$ cat src/rtl/met_pkg.sv
package met_pkg;

  localparam int NUM_SLOTS  = 31;
  localparam int COUNT_BITS = 32;
  localparam int CNT_W      = $clog2(NUM_SLOTS + 1);

  typedef logic [COUNT_BITS-1:0] count_t;
  typedef logic [CNT_W-1:0]      rank_t;

  typedef enum logic [2:0] {
    KIND_ALLOC = 3'd0,
    KIND_FREE  = 3'd1,
    KIND_ARM   = 3'd2,
    KIND_QUERY = 3'd3,
    KIND_ADV   = 3'd4
  } kind_t;

  typedef enum logic [2:0] {
    OP_NONE,
    OP_ALLOC,
    OP_FREE,
    OP_DISARM,
    OP_ARM,
    OP_SUB,
    OP_POP
  } op_t;

  typedef enum logic [1:0] {
    SCAN_FREE,
    SCAN_LE,
    SCAN_ZERO
  } scan_t;

  typedef enum logic [3:0] {
    ST_IDLE,
    ST_DIS,
    ST_SCAN0,
    ST_SCAN,
    ST_ALLOC,
    ST_ARM,
    ST_QRY,
    ST_SUB,
    ST_LOOK,
    ST_FIRE
  } state_t;

  // Command broadcast to every cell of the chain.
  typedef struct packed {
    op_t    op;
    scan_t  scan;
    logic   dec;
    count_t value;
    rank_t  rank;
  } cmd_t;

  // Status a cell shows to the controller.
  typedef struct packed {
    logic   alloc;
    logic   armed;
    count_t deadline;
    rank_t  rank;
    logic   hit;
    logic   head;
    logic   rank_hit;
  } cell_st_t;

  function automatic count_t to_count(input logic [31:0] a);
    count_t r;
    r = '0;
    for (int i = 0; i < COUNT_BITS; i++) begin
      if (i < 32) r[i] = a[i % 32];
    end
    return r;
  endfunction

  function automatic logic [31:0] to_out32(input count_t a);
    logic [31:0] r;
    r = '0;
    for (int i = 0; i < 32; i++) begin
      if (i < COUNT_BITS) r[i] = a[i % COUNT_BITS];
    end
    return r;
  endfunction

  function automatic count_t sat_add(input count_t a, input count_t b);
    logic [COUNT_BITS:0] s;
    s = {1'b0, a} + {1'b0, b};
    return s[COUNT_BITS] ? '1 : s[COUNT_BITS-1:0];
  endfunction

  // Slot number (index plus one), low five bits.
  function automatic logic [4:0] slot5(input rank_t idx);
    logic [CNT_W:0] s;
    logic [4:0]     r;
    s = {1'b0, idx} + 1'b1;
    r = '0;
    for (int i = 0; i < 5; i++) begin
      if (i <= CNT_W) r[i] = s[i % (CNT_W + 1)];
    end
    return r;
  endfunction

endpackage

$ cat src/rtl/met_cell.sv
module met_cell (
  input  logic              clk,
  input  logic              rst_n,
  input  met_pkg::cmd_t     cmd,
  input  logic              sel,
  input  logic              tok_in,
  output logic              tok_out,
  output met_pkg::cell_st_t st
);

  logic            alloc_r, alloc_nxt;
  logic            armed_r, armed_nxt;
  met_pkg::count_t deadline_r, deadline_nxt;
  met_pkg::rank_t  rank_r, rank_nxt;
  logic            tok_r;
  logic            flag;

  always_comb begin
    unique case (cmd.scan)
      met_pkg::SCAN_FREE: flag = !alloc_r;
      met_pkg::SCAN_LE:   flag = armed_r && (deadline_r <= cmd.value);
      met_pkg::SCAN_ZERO: flag = armed_r && (deadline_r == '0);
      default:            flag = 1'b0;
    endcase
  end

  always_comb begin
    alloc_nxt    = alloc_r;
    armed_nxt    = armed_r;
    deadline_nxt = deadline_r;
    rank_nxt     = rank_r;
    unique case (cmd.op)
      met_pkg::OP_ALLOC: begin
        if (sel) alloc_nxt = 1'b1;
      end
      met_pkg::OP_FREE, met_pkg::OP_DISARM: begin
        if (sel) begin
          armed_nxt    = 1'b0;
          deadline_nxt = '0;
          rank_nxt     = '0;
          if (cmd.op == met_pkg::OP_FREE) alloc_nxt = 1'b0;
        end else if (cmd.dec && armed_r && (rank_r > cmd.rank)) begin
          rank_nxt = rank_r - 1'b1;
        end
      end
      met_pkg::OP_ARM: begin
        if (sel) begin
          armed_nxt    = 1'b1;
          deadline_nxt = cmd.value;
          rank_nxt     = cmd.rank;
        end else if (armed_r && (deadline_r > cmd.value)) begin
          rank_nxt = rank_r + 1'b1;
        end
      end
      met_pkg::OP_SUB: begin
        if (armed_r) deadline_nxt = deadline_r - cmd.value;
      end
      met_pkg::OP_POP: begin
        // The head leaves the queue and everyone behind it moves up.
        if (armed_r) begin
          if (rank_r == '0) begin
            armed_nxt    = 1'b0;
            deadline_nxt = '0;
          end else begin
            rank_nxt = rank_r - 1'b1;
          end
        end
      end
      default: begin
      end
    endcase
  end

  always_ff @(posedge clk) begin
    if (!rst_n) begin
      alloc_r    <= 1'b0;
      armed_r    <= 1'b0;
      deadline_r <= '0;
      rank_r     <= '0;
      tok_r      <= 1'b0;
    end else begin
      alloc_r    <= alloc_nxt;
      armed_r    <= armed_nxt;
      deadline_r <= deadline_nxt;
      rank_r     <= rank_nxt;
      tok_r      <= tok_in;
    end
  end

  assign tok_out     = tok_r;
  assign st.alloc    = alloc_r;
  assign st.armed    = armed_r;
  assign st.deadline = deadline_r;
  assign st.rank     = rank_r;
  assign st.hit      = tok_r && flag;
  assign st.head     = armed_r && (rank_r == '0);
  assign st.rank_hit = armed_r && (rank_r == cmd.rank);

endmodule

$ cat config.mk
export PLATFORM = sky130hd
export DESIGN_NAME = met_cell
export DESIGN_NICKNAME = d
export VERILOG_FILES = /design/src/rtl/met_pkg.sv /design/src/rtl/met_cell.sv
export SDC_FILE = /design/constraint.sdc
export NUM_CORES = 1
export LEC_CHECK = 0
export ABC_CLOCK_PERIOD_IN_PS = 3510
export BUFFER_PORTS_ARGS = -buffer_cell sky130_fd_sc_hd__buf_2
export CORE_MARGIN = 2
export CORE_UTILIZATION = 25
export CTS_CLUSTER_SIZE = 30
export DETAILED_ROUTE_END_ITERATION = 8
export GPL_TIMING_DRIVEN = 0
export REMOVE_ABC_BUFFERS = 1
export SLEW_MARGIN = 20
export SYNTH_ARGS = -nofsm -noshare
export SYNTH_HDL_FRONTEND = slang
export SYNTH_SLANG_ARGS = --single-unit
$ cat constraint.sdc
create_clock -name clk -period 3.51 [get_ports clk]
set_clock_uncertainty 0.1 [all_clocks]
set_input_delay 0 -clock clk [delete_from_list [all_inputs] [get_ports clk]]
set_output_delay 0 -clock clk [all_outputs]
set_load 0.02 [all_outputs]
==> results of run 1 <==
how the worst min path moves through the flow:
stage	endpoint	cells past startpoint	slack [ns]
floorplan	deadline_r[25]$_SDFFE_PN0P_	2	0.009
global placement	tok_out$_SDFF_PN0_	2	0.11
detailed placement	tok_out$_SDFF_PN0_	2	0.11
CTS	deadline_r[11]$_SDFFE_PN0P_	5	0.002
global route	deadline_r[0]$_SDFFE_PN0P_	3	0.06
finish	deadline_r[11]$_SDFFE_PN0P_	5	-0.0009
registers in the layout, summed over array words and instances, names as in the netlist:
register    cells
tok_out         1
deadline_r     32
armed_r         1
alloc_r         1
rank_r          5
cells in the final DEF, fill, tap and decap left out, types with 7 or more instances in the layout:
| master | n |
|---|---|
| nand2b_1 | 7 |
| nor4_1 | 9 |
| o21ai_0 | 29 |
| inv_1 | 51 |
| dlygate4sd3_1 | 33 |
| dfxtp_1 | 40 |
| nand4_1 | 10 |
| nand3_1 | 16 |
| a21oi_1 | 48 |
| nor2_1 | 46 |
| xor2_1 | 17 |
| o21a_1 | 7 |
| a22oi_1 | 27 |
| a21o_1 | 20 |
| buf_2 | 88 |
| and3_1 | 7 |
| nand2_1 | 30 |
| xnor2_1 | 15 |
| ha_1 | 42 |
| nor3_1 | 8 |
stage by stage:
step           area [um^2]  setup WS [ns]
5_1_grt               5140        -0.0103
4_1_cts               5120        0.00324
3_3_place_gp          4620         0.0717
6_report              5140          0.177
2_1_floorplan         3910          0.157
3_5_place_dp          4620         0.0968
where the power goes:
part	total, mW	internal, mW	leakage [nW]	switching [mW]
Sequential	0.486	0.466	0.324	0.0206
Combinational	0.359	0.154	2.07	0.205
Clock	0.489	0.285	0.0712	0.204
tightest hold or removal path, stage by stage:
cell and delay (ns):
buf_2 0.09, a22oi_1 0.07, nor2_1 0.09, a21oi_1 0.04, nor2_1 0.07
final cells by class:
class,count,area [um^2],area share (%)
tap,216,270,5.26
clock buffer,8,146,2.85
timing repair buffer,126,808,15.7
inverter,52,195,3.80
sequential,40,801,15.6
multi-input combinational,417,2920,56.8
what timing repair did:
action	in CTS	in global routing
endpoints found under the hold margin	33	0
hold buffers	33	0
resized for setup	0	2
buffers inserted	3	1
setup endpoints to repair	1	2
pin swaps	4	2
logic make-up (layout without fill, tap and decap cells):
kind of cell	after synthesis	in the layout	share of synthesized area, %
XOR/XNOR	32	32	6.99
AO/OA/AOI/OAI	183	183	31.7
AND/OR/NAND/NOR	157	157	19.8
buffers and inverters	75	186	7.43
flip-flops	40	40	20.0
adder cells (fa/ha/maj)	43	43	13.6
multiplexers	2	2	0.500
layer usage:
layer	wire (um)	up-vias	track usage [%]
met5	0	-	0
met4	176	0	3.94
met3	695	12	2.52
met2	6440	97	26.9
met1	6050	2010	20.0
li1	-	2166	-
==> impl_metrics.toml, run 1 <==
[global_route]
grt_max_degree = 23
antenna_found_initial = 0
grt_pass1_vias = 4012
grt_overflow = 0
grt_first_pass_wirelength_mm = 20.7
grt_usage_pct = 15.5

[logic_synthesis]
ys_seq_area_share_pct = 20.0
syn_inst = 532
synth-seq-cells = 40
synthArstFlopShare_pct = 0
synth_common_cells = "inv_1 (51), a21oi_1 (48), nor2_1 (48)"
syn_avg_cell_area_um2 = 7.53
ys_warn_count = 0
yosysTopAreaCellShare_pct = 20.0
synth_most_common_cell = "inv_1"
synth.area.top_cells = "dfxtp_1 (20%), ha_1 (13%), a21oi_1 (6.0%), a22oi_1 (5.1%), inv_1 (4.8%)"
synth_edf_count = 0
yosys.area.top_type = "dfxtp_1"
syn_area_mm2 = 0.00401
synth_cell_type_count = 70
synth_ff_type = "dfxtp_1"

[setup_path]
rrSetupSlack_ns = 0.25
max_stage_delay_ns = 0.54
critical_path_class = "reg -> out"
cp.depth = 10
crit_slowest_cell = "or4_4"
crit_family = "compound AO/OA/AOI/OAI gates"
cp.arrival_ns = 3.23
crit_required_ns = 3.41
crit_end = "st[2]"
cp.buffers_inverters = 1
endpoint_kind = "output port"
worstPathMaxFanout = 7
start_kind = "flip-flop"
startpoint = "deadline_r[17]$_SDFFE_PN0P_"
reg2reg_depth = 10
r2r-end = "deadline_r[28]$_SDFFE_PN0P_"
cp_cell_sequence = "ha_1, and3_1, o21a_1, a311o_1, or4_4, o22a_4, a21oi_2, o21ai_1, a2111oi_2, buf_4"
worstReg2RegStart = "deadline_r[17]$_SDFFE_PN0P_"

[status]
violations = "negative hold slack"
outcome = "finished with violations"

[power]
powerDensity_mw_per_mm2 = 260
ir_drop_v = 0.000148
power.total_mw = 1.33
leakage_nw = 2.47

[placement]
dp_hpwl_mm = 10.0
gp_congestion = 0.882
io_buffers = 89
dp_cells = 814

[floorplan]
core_mm2 = 0.0158
num_rows = 46
fp.dieH_um = 131
start_util_pct = 25.4
dieArea_mm2 = 0.0171
io_pins = 90
die_w_um = 131

[sta]
whs_ns = -0.000870
finalCritPeriodShare_pct = 95.0
slew_violations = 0
tightest_slew_ns = 0.940
finalSetupTns_ns = 0
maxSlewHeadroom_pct = 37.3
setup_viol = 0
rsz0062_at_grt = "true"
fin_crit_ns = 3.33
fmax_ghz = 0.300
hold_violations = 1

[detailed_routing]
drt_wl_total_mm = 13.4
vias = 4285
drc_errors = 0
ant_nets = 0
first_pass_iters = 5
initialDrtViolationCount = 249
viasPerCell = 4.99
routedWlPerCell_um = 15.6

[layout]
finalNonFillerCells = 859
diodes = 0
fin_util_pct = 32.6
final.fill_count = 1720
area_growth_pct = 28.3
drive_above_1_share_pct = 17.9
fin_nets = 732

[cts]
numCtsBuffers = 5
clockRootBuffer = "clkbuf_16"
cts_tree = "done"
clock-sinks = 40
clockBufferDepth = 2
clock_latency_ns = 0.29
ctsHtreeMaxLevel = 2
path_clk_slew_ns = 0.07

[hold_path]
hp-class = "in -> reg"
hold_start = "cmd[16]"

[run]
maxCapViolCount = 0
(Power assumes the default switching activity.)
==> run 2, diff against run 1 <==
- CORE_ASPECT_RATIO: default -> 0.7
==> run 2 against run 1 <==
  * The run now ends clean
  * Critical endpoint unchanged
  * First-iteration DRC count increased by 29%
  * Clock power increased by 10%
  * Register-to-register slack improved by 0.02 ns
==> impl_metrics.toml, run 2 (synthesized netlist as in run 1, its figures left out) <==
[run]
maxCapViolCount = 0

[sta]
setup_viol = 0
maxSlewHeadroom_pct = 29.8
setup_ws_ns = 0.138
fmax_ghz = 0.297
slew_violations = 0
fin_crit_ns = 3.37
finalCritPeriodShare_pct = 96.1
tightest_slew_ns = 1.05
finalSetupTns_ns = 0
hold_violations = 0
rsz0062_at_grt = "false"

[power]
powerDensity_mw_per_mm2 = 270
clkPwrFrac_pct = 38.7
p_sw_share_pct = 31.2
p_comb_share_pct = 26.4
p_switching_mw = 0.434
internal-power_mw = 0.956
ir_drop_v = 0.000164
power.total_mw = 1.39
leakage_nw = 2.46
pwr-share-seq_pct = 34.9

[placement]
dp_cells = 798
gp_congestion = 0.904
dp_hpwl_mm = 10.3
io_buffers = 89
pre_cts_slack_ns = 0.0680

[layout]
area_growth_pct = 28.4
diodes = 0
finalNonFillerCells = 839
multiInputGateArea_mm2 = 0.00297
drive_above_1_share_pct = 19.6
fin_nets = 728
final.fill_count = 1712
final_common_cell = "buf_2"
most-common-layout-cells = "buf_2 (88), inv_1 (50), a21oi_1 (48), nor2_1 (47), dfxtp_1 (38)"
regMostFlops = "deadline_r"
largest_reg_flops = 32
seqCellArea_um2 = 803
reg_top3 = "deadline_r: 32 flops, rank_r: 5 flops"

[floorplan]
start_util_pct = 25.7
fp.dieH_um = 110
num_rows = 38
core_mm2 = 0.0156
die_w_um = 155
dieArea_mm2 = 0.0171
io_pins = 90

[cts]
clock-sinks = 40
clock_latency_ns = 0.29
cts_tree = "done"
clockRootBuffer = "clkbuf_16"
clockBufferDepth = 2
path_clk_slew_ns = 0.07
ctsHtreeMaxLevel = 2
numCtsBuffers = 5

[detailed_routing]
first_pass_iters = 5
drt_wl_total_mm = 13.5
ant_nets = 0
routedWlPerCell_um = 16.1
viasPerCell = 5.17
drc_errors = 0
initialDrtViolationCount = 321
vias = 4339

[setup_path]
critical_path_class = "reg -> out"
start_kind = "flip-flop"
cp.buffers_inverters = 1
crit_required_ns = 3.41
max_stage_delay_ns = 0.54
crit_family = "compound AO/OA/AOI/OAI gates"
endpoint_kind = "output port"
cp.arrival_ns = 3.27
crit_slowest_cell = "or4_4"
cp_cell_sequence = "ha_2, a21o_1, o21a_1, a311o_1, or4_4, o22a_4, a21oi_4, o21ai_2, a2111oi_4, buf_4"
worstPathMaxFanout = 6

[global_route]
grt_busiest_layer = "met1"
grt_max_degree = 23
grt_first_pass_wirelength_mm = 21.7
antenna_found_initial = 0
grt_pass1_vias = 3963
met3_usage_pct = 3.00
grt_use_met2_pct = 22.7
grt_overflow = 0
grt_usage_pct = 16.0
met1_usage_pct = 25.2

[status]
outcome = "finished, final reports clean"

[hold_path]
hp-class = "in -> reg"
==> run 2: cell type report <==
class / instances / share of cell area, %
clock buffers: 6 / 2.50
clock inverters: 2 / 0.681
inverters: 52 / 3.79
multi-input cells: 417 / 57.6
flip-flops and latches: 40 / 15.6
well taps: 200 / 4.86
repair buffers: 122 / 14.9
==> run 2: worst min-delay path, delay by kind of cell <==
family	cells	cell delay, ns
simple gates	2	0.15
buf+inv	1	0.09
compound gates	2	0.12
==> run 2: path summary, 6_finish.rpt <==
| kind | startpoint | endpoint | slack [ns] | cells past startpoint |
|---|---|---|---|---|
| min | cmd[16] | deadline_r[11]$_SDFFE_PN0P_ | 0.006 | 5 |
| max | deadline_r[18]$_SDFFE_PN0P_ | st[2] | 0.14 | 10 |
| max reg2reg | deadline_r[0]$_SDFFE_PN0P_ | deadline_r[18]$_SDFFE_PN0P_ | 0.27 | 14 |
| min reg2reg | deadline_r[15]$_SDFFE_PN0P_ | deadline_r[15]$_SDFFE_PN0P_ | 0.39 | 2 |
==> run 2: power groups by stage <==
stage,clock network [mW],logic (mW),registers [mW]
3_5_place_dp,0,0.326,0.496
3_3_place_gp,0,0.324,0.495
6_report,0.538,0.366,0.485
2_1_floorplan,0,0.206,0.504
5_1_grt,0.571,0.407,0.488
4_1_cts,0.550,0.356,0.485
==> run 2: what timing repair did <==
action | in CTS | in global routing
endpoints found under the setup margin | 1 | 1
resized for setup | 2 | 14
hold buffers | 29 | 0
buffers inserted | 2 | 2
endpoints found under the hold margin | 30 | 0
pin swaps | 4 | 9
==> run 2: layer usage <==
| metal | part of all wire, % | wire length [um] |
|---|---|---|
| met1 | 53 | 7150 |
| met4 | 0.41 | 56 |
| met2 | 39 | 5260 |
| met5 | 0 | 0 |
| met3 | 7.9 | 1070 |
==> run 2: through the flow <==
stage	utilization, %	hold WS, ns	instance area (um^2)
3_5_place_dp	29.5	0.136	4600
5_1_grt	33.0	0.0494	5150
2_1_floorplan	-	0.00862	3910
6_report	33.0	0.00581	5150
4_1_cts	32.6	0.00151	5080
3_3_place_gp	29.5	0.129	4600
